`src/rtl/core/tribc_pkg.sv`:
```
// Package of shared types and constants for the barycentric block.
package tribc_pkg;

    localparam int COORD_W              = 16;
    localparam int WEIGHT_W             = 24;
    localparam int THRESH_W             = 16;
    localparam int DEF_COORD_FRAC_BITS  = 4;
    localparam int DEF_WEIGHT_FRAC_BITS = 16;
    localparam logic [THRESH_W-1:0] THRESH_RESET = 16'd3;

    // Differences are 17 bits, products 34, cross terms 35.
    localparam int DIFF_W  = COORD_W + 1;
    localparam int CROSS_W = 2 * DIFF_W + 1;
    localparam int MAG_W   = CROSS_W - 1;

    typedef struct packed {
        logic signed [COORD_W-1:0] vert0_x;
        logic signed [COORD_W-1:0] vert0_y;
        logic signed [COORD_W-1:0] vert1_x;
        logic signed [COORD_W-1:0] vert1_y;
        logic signed [COORD_W-1:0] vert2_x;
        logic signed [COORD_W-1:0] vert2_y;
        logic signed [COORD_W-1:0] point_x;
        logic signed [COORD_W-1:0] point_y;
    } tri_word_t;

    typedef struct packed {
        logic signed [WEIGHT_W-1:0] weight_first;
        logic signed [WEIGHT_W-1:0] weight_second;
        logic signed [WEIGHT_W-1:0] weight_third;
        logic                       degenerate;
    } weight_word_t;

    // Cross products handed from the front end to the divider.
    typedef struct packed {
        logic                      valid;
        logic                      degenerate;
        logic [MAG_W-1:0]          cz_mag;
        logic [MAG_W-1:0]          cx_mag;
        logic [MAG_W-1:0]          cy_mag;
        logic                      u_neg;
        logic                      v_neg;
    } cross_word_t;

endpackage

```
`src/rtl/core/tribc_out.sv`:
```
// Back end: signs, w = 1 - u - v, saturation and output register.
module tribc_out
    import tribc_pkg::*;
#(
    parameter int WEIGHT_FRAC_BITS = DEF_WEIGHT_FRAC_BITS,
    parameter int Q_W = 40
)
(
    input  logic           clk,
    input  logic           rst_n,
    input  logic           in_valid,
    input  logic           degen,
    input  logic           u_neg,
    input  logic           v_neg,
    input  logic [Q_W-1:0] u_mag,
    input  logic [Q_W-1:0] v_mag,
    output logic           out_valid,
    output weight_word_t   out_word
);

    localparam int SW = Q_W + 3;
    localparam logic signed [SW-1:0] ONE  = SW'(1) <<< WEIGHT_FRAC_BITS;
    localparam logic signed [SW-1:0] WMAX = SW'((1 << (WEIGHT_W-1)) - 1);
    localparam logic signed [SW-1:0] WMIN = -SW'(1 << (WEIGHT_W-1));

    function automatic logic signed [WEIGHT_W-1:0] sat(input logic signed [SW-1:0] x);
        if (x > WMAX)
            return WEIGHT_W'(WMAX);
        else if (x < WMIN)
            return WEIGHT_W'(WMIN);
        else
            return WEIGHT_W'(x);
    endfunction

    logic signed [SW-1:0] u_s, v_s, w_s;
    logic                 valid_reg;
    weight_word_t         word_reg;

    // Signed weights
    always_comb
    begin
        u_s = u_neg ? -SW'(u_mag) : SW'(u_mag);
        v_s = v_neg ? -SW'(v_mag) : SW'(v_mag);
        w_s = ONE - u_s - v_s;
    end

    always_ff @(posedge clk or negedge rst_n)
    begin
        if (!rst_n)
        begin
            valid_reg <= 1'b0;
        end
        else
        begin
            valid_reg <= in_valid;
        end
    end

    always_ff @(posedge clk)
    begin
        if (degen)
        begin
            word_reg.weight_first  <= sat(-ONE);
            word_reg.weight_second <= sat(ONE);
            word_reg.weight_third  <= sat(ONE);
            word_reg.degenerate    <= 1'b1;
        end
        else
        begin
            word_reg.weight_first  <= sat(w_s);
            word_reg.weight_second <= sat(u_s);
            word_reg.weight_third  <= sat(v_s);
            word_reg.degenerate    <= 1'b0;
        end
    end

    assign out_valid = valid_reg;
    assign out_word  = word_reg;

endmodule

```
`config.mk`:
```
export PLATFORM = sky130hd
export DESIGN_NAME = tribc_out
export DESIGN_NICKNAME = d
export VERILOG_FILES = /design/src/rtl/core/tribc_pkg.sv /design/src/rtl/core/tribc_out.sv
export SDC_FILE = /design/constraint.sdc
export NUM_CORES = 1
export LEC_CHECK = 0
export BUFFER_PORTS_ARGS = -buffer_cell sky130_fd_sc_hd__buf_2
export CAP_MARGIN = 40
export CORE_ASPECT_RATIO = 0.6
export CORE_MARGIN = 1.5
export CORE_UTILIZATION = 50
export DETAILED_ROUTE_END_ITERATION = 10
export PLACE_DENSITY_LB_ADDON = 0.05
export SYNTH_ARGS = -nofsm -noshare
export SYNTH_HDL_FRONTEND = slang
export SYNTH_SLANG_ARGS = --single-unit
```
`constraint.sdc`:
```
create_clock -name clk -period 0.9 [get_ports clk]
set_input_delay 0.135 -clock clk [delete_from_list [all_inputs] [get_ports clk]]
set_output_delay 0.135 -clock clk [all_outputs]
set_load 0.1 [all_outputs]
```
==> metrics.md, run 1 <==
| Metric | Value |
|---|---|
| Seq/Total Area, Yosys | `20.60%` |
| Clk root buf | `clkbuf_16` |
| Placer Congestion | `1.041` |
| Top cells by area, synth | `dfxtp_1, ha_1, xor2_1` |
| Ys async rst share | `1.351%` |
| Synth Warn # | `0` |
| Mapped Area | `0.007217 mm²` |
| Yosys top cell by area | `dfxtp_1` |
| CTS sink count | `74` |
| First error | `[ERROR DPL-0038] Utilization greater than 100%, impossible to legalize` |
| Status | `aborted with a tool error` |
| Row count | `33` |
| Post-synth top flop | `dfxtp_1` |
| Mapped Cells | `908` |
| Die height | `96.06 µm` |
| CTS Buf Count | `9` |
| Hold_buf cts | `2` |
| Commonest cells post-synth | `a21oi_1, nand2_1, xor2_1` |
| Syn nets | `1,067` |
| Die Wd | `158.1 µm` |
| Number of flops mapped to enable cells by yosys | `0` |
| Post-DP HPWL | `28.96 mm` |
| Post-CTS Resized | `169` |
| Netlist cell types | `73` |
| Input/output buffers | `159` |
| Yosys reg bits | `74` |
| Setup bufs post-CTS | `52` |
| Setup WS pre-CTS | `-5.055 ns` |
| Max Root-Sink Buffers | `2` |
| Stopped at | `clock tree synthesis` |
| H-tree levels | `3` |
| Ports | `160` |
| Average cell area after synthesis | `7.948 µm²` |
| Yosys top cell area share | `20.25%` |
| Initial Utilization | `52.02%` |
-- stage by stage --
step                utilization [%]  instance area, µm²  std cells
global placement              90.76               12590       1595
detailed placement            90.76               12590       1595
floorplan                         -                7812        908
-- cell families after synthesis --
logic type,after synthesis,share of synthesized area (%)
XOR/XNOR,127,15.52
multiplexers,1,0.1387
AO/OA/AOI/OAI,300,27.20
flip-flops,74,20.60
adder cells (fa/ha/maj),73,12.76
AND/OR/NAND/NOR,270,20.02
buffers and inverters,63,3.762
==> inputs of run 2 (changes only) <==
--- a/config.mk
+++ b/config.mk
@@ -7,11 +7,10 @@
 export LEC_CHECK = 0
 export BUFFER_PORTS_ARGS = -buffer_cell sky130_fd_sc_hd__buf_2
 export CAP_MARGIN = 40
-export CORE_ASPECT_RATIO = 0.6
 export CORE_MARGIN = 1.5
-export CORE_UTILIZATION = 50
+export CORE_UTILIZATION = 35
 export DETAILED_ROUTE_END_ITERATION = 10
-export PLACE_DENSITY_LB_ADDON = 0.05
+export PLACE_DENSITY_LB_ADDON = 0.15
 export SYNTH_ARGS = -nofsm -noshare
 export SYNTH_HDL_FRONTEND = slang
 export SYNTH_SLANG_ARGS = --single-unit
==> run 2 against run 1 <==
Compared with the run above:
- area after synthesis did not move
- the flow now finishes, with violations (setup timing)
- synthesized cell count did not move
==> metrics.md, run 2 <==
| Metric | Value |
|---|---|
| Synth Warn # | `0 (unchanged)` |
| Average cell area after synthesis | `7.948 µm² (unchanged)` |
| Placed cell count | `1,674 (+5.0%)` |
| Crit start category | `primary input` |
| Post-Route Utilization | `72.48%` |
| Setup ws final | `-4.171 ns` |
| Critical-path top delay cell | `or4_4` |
| Yosys reg bits | `74 (unchanged)` |
| WL per Instance | `17.97 µm` |
| Cell area after layout | `0.01467 mm²` |
| Die height | `146.6 µm (+53%)` |
| Clock-pin slew on the worst setup and hold paths | `0.06 ns` |
| Largest net degree at the start of global routing | `24` |
| Final setup viols | `146` |
| Placer Congestion | `0.9700 (-6.8%)` |
| Initial Utilization | `35.67% (-16 points)` |
| Worst hold margin | `0.08782 ns` |
| Mapped Cells | `908 (unchanged)` |
| CTS sink count | `74 (unchanged)` |
| Yosys top cell by area | `dfxtp_1` |
| Via count | `9,353` |
| Grt met3 use | `2.563%` |
| Crit path DAT | `5.32 ns` |
| Layout area overhead | `103.2%` |
| Yosys top cell area share | `20.25% (unchanged)` |
| Post-DP HPWL | `23.54 mm (-19%)` |
| Power per Cell Area | `1814 mW/mm²` |
| Max_cap viols | `0` |
| Max-slew violations | `0` |
| Status | `finished, violations left` |
| Endpoints failing hold | `0` |
| Die Wd | `146.6 µm (-7.3%)` |
| Achievable Freq | `0.1972 GHz` |
| Fillers | `1,453` |
| H-tree levels | `3 (unchanged)` |
| Largest register FFs | `73` |
| Detailed Route WL | `31.36 mm` |
| Most used cell, CP | `buf_4` |
| Gr busiest metal | `met2` |
| Top cells by area, synth | `dfxtp_1, ha_1, xor2_1` |
| Number of flops mapped to enable cells by yosys | `0 (unchanged)` |
| Commonest cells post-synth | `a21oi_1, nand2_1, xor2_1` |
| First DRT Iteration DRCs | `432` |
| CTS tree | `yes` |
| Row count | `52 (+58%)` |
| Slew @ Worst Pin | `0.7019 ns` |
| Most frequent cells in the layout | `buf_4, buf_12, buf_2` |
| Finished Layout Cells | `1,745` |
| Input/output buffers | `159 (unchanged)` |
| Nets | `1,628` |
| CP Capture Type | `flop` |
| All-Layer GR Usage | `27.51%` |
| Final Power | `26.60 mW` |
| Worst vdd ir | `0.8499 mV` |
| CTS Buf Count | `9 (unchanged)` |
| Met2 global-route usage | `50.80%` |
| Share of cells above drive strength 1 | `60.52%` |
| First-pass GRT wire length | `46.64 mm` |
| Tcrit/Tclk final | `563.4%` |
| Max Root-Sink Buffers | `2 (unchanged)` |
| Ys async rst share | `1.351% (unchanged)` |
| Seq/Total Area, Yosys | `20.60% (unchanged)` |
| Antenna violations before repair | `1` |
| RSZ-0062 raised after global routing | `yes` |
| Core area | `0.02023 mm²` |
| Leading cell type in the layout, fill and taps excluded | `buf_4` |
| First-pass iteration count of the detailed router | `5` |
| Gr ovfl total | `0` |
| Crit-path max cell delay | `0.63 ns` |
| DRC Markers | `0` |
| Worst Hold Class | `primary input to async pin` |
| Required time of the critical path | `1.15 ns` |
| Critical path class | `primary input to flop` |
| Leakage | `6.510 nW` |
| Mapped Area | `0.007217 mm² (unchanged)` |
| Area post-placement | `0.01271 mm² (+0.93%)` |
| Ports | `160 (unchanged)` |
| Failing checks | `setup timing` |
| Antenna viol nets, final | `0` |
| Clk root buf | `clkbuf_16` |
| Post-synth top flop | `dfxtp_1` |
| Number of global-route vias before repair | `9,144` |
| Worst Path Max Fanout | `23` |
| Final Critical Period | `5.071 ns` |
| Netlist cell types | `73 (unchanged)` |
| Vias/cell | `5.360` |
| CP cell instances | `buf_6 -> or4_4 -> buf_6 -> or3_4 -> or4_4 -> o21ai_1 -> xor2_2 -> ha_1 -> ha_4 -> buf_4 -> and2_4 -> nand4_1 -> a211oi_2 -> buf_4 -> or4_1 -> nand3_1 -> nand3_1 -> nor4_2 -> buf_4 -> a41oi_4 -> buf_12 -> o31ai_2` |
| Syn nets | `1,067 (unchanged)` |
| Die area | `0.02149 mm²` |
| Slew Limit Headroom | `52.87%` |
| Routing usage on met1 | `32.10%` |
==> run 2: cell counts after synthesis <==
No cell type changed its count.
==> run 2: metal layers <==
layer	up-vias	routed length [µm]	share of wire [%]
met3	68	1219	3.9
met1	4443	12860	41
li1	4555	-	-
met2	287	15910	51
met5	-	0	0
met4	0	1368	4.4
==> run 2: power by group <==
group	total, mW	internal (mW)	switching [mW]
clock	3.56	2.03	1.53
combinational	18.8	8.53	10.3
sequential	4.24	3.85	0.391
total	26.6	14.4	12.2
==> run 2: path summary, 6_finish.rpt <==
path                       startpoint                       to  slack [ns]  cells past startpoint
hold / removal                  rst_n      out_valid$_DFF_PN0_        0.09                      2
min in group clk             u_mag[0]  out_word[25]$_SDFF_PP0_        0.20                      4
setup / recovery             v_mag[7]  out_word[59]$_SDFF_PP0_       -4.17                     22
max in group asynchronous       rst_n      out_valid$_DFF_PN0_        0.72                      2
==> run 2: per-stage QoR <==
step | setup slack (ns) | TNS (ns)
global placement | -4.684 | -244.65
CTS | -4.176 | -219.47
global route | -4.346 | -231.22
detailed placement | -4.718 | -245.34
floorplan | -4.270 | -208.44
finish | -4.171 | -219.91
==> run 2: critical path, delay by kind of cell <==
family | cells | cell delay, ns
buf+inv | 6 | 0.90
xor+xnor | 1 | 0.22
compound gates | 4 | 0.65
fa+ha+maj | 2 | 0.57
simple gates | 9 | 2.82
==> run 2: final cells by class <==
type / instances / area, µm² / share of cell area, %
Antenna cell: 1 / 2.502 / 0.01706
Clock buffer: 11 / 252.7 / 1.723
Clock inverter: 5 / 37.54 / 0.2560
Inverter: 26 / 102.6 / 0.6996
Multi-Input combinational cell: 775 / 6959 / 47.45
Sequential cell: 74 / 1579 / 10.77
Tap cell: 270 / 337.8 / 2.304
Timing Repair Buffer: 583 / 5394 / 36.78
==> run 2: what timing repair did <==
action | CTS | global route
pin swaps | 55 | 87
hold buffers | 2 | 0
hold endpoints to repair | 2 | 0
setup buffers | 31 | 21
setup endpoints to repair | 146 | 146
gates cloned | 5 | 6
resized for setup | 116 | 127
==> run 2: cell families after synthesis <==
kind of cell	share of synthesized area [%]
multiplexers	0.1387
XOR/XNOR	15.52
buffers and inverters	3.762
adder cells (fa/ha/maj)	12.76
AO/OA/AOI/OAI	27.20
AND/OR/NAND/NOR	20.02
flip-flops	20.60
No activity file was read; power rests on OpenSTA's default activity.
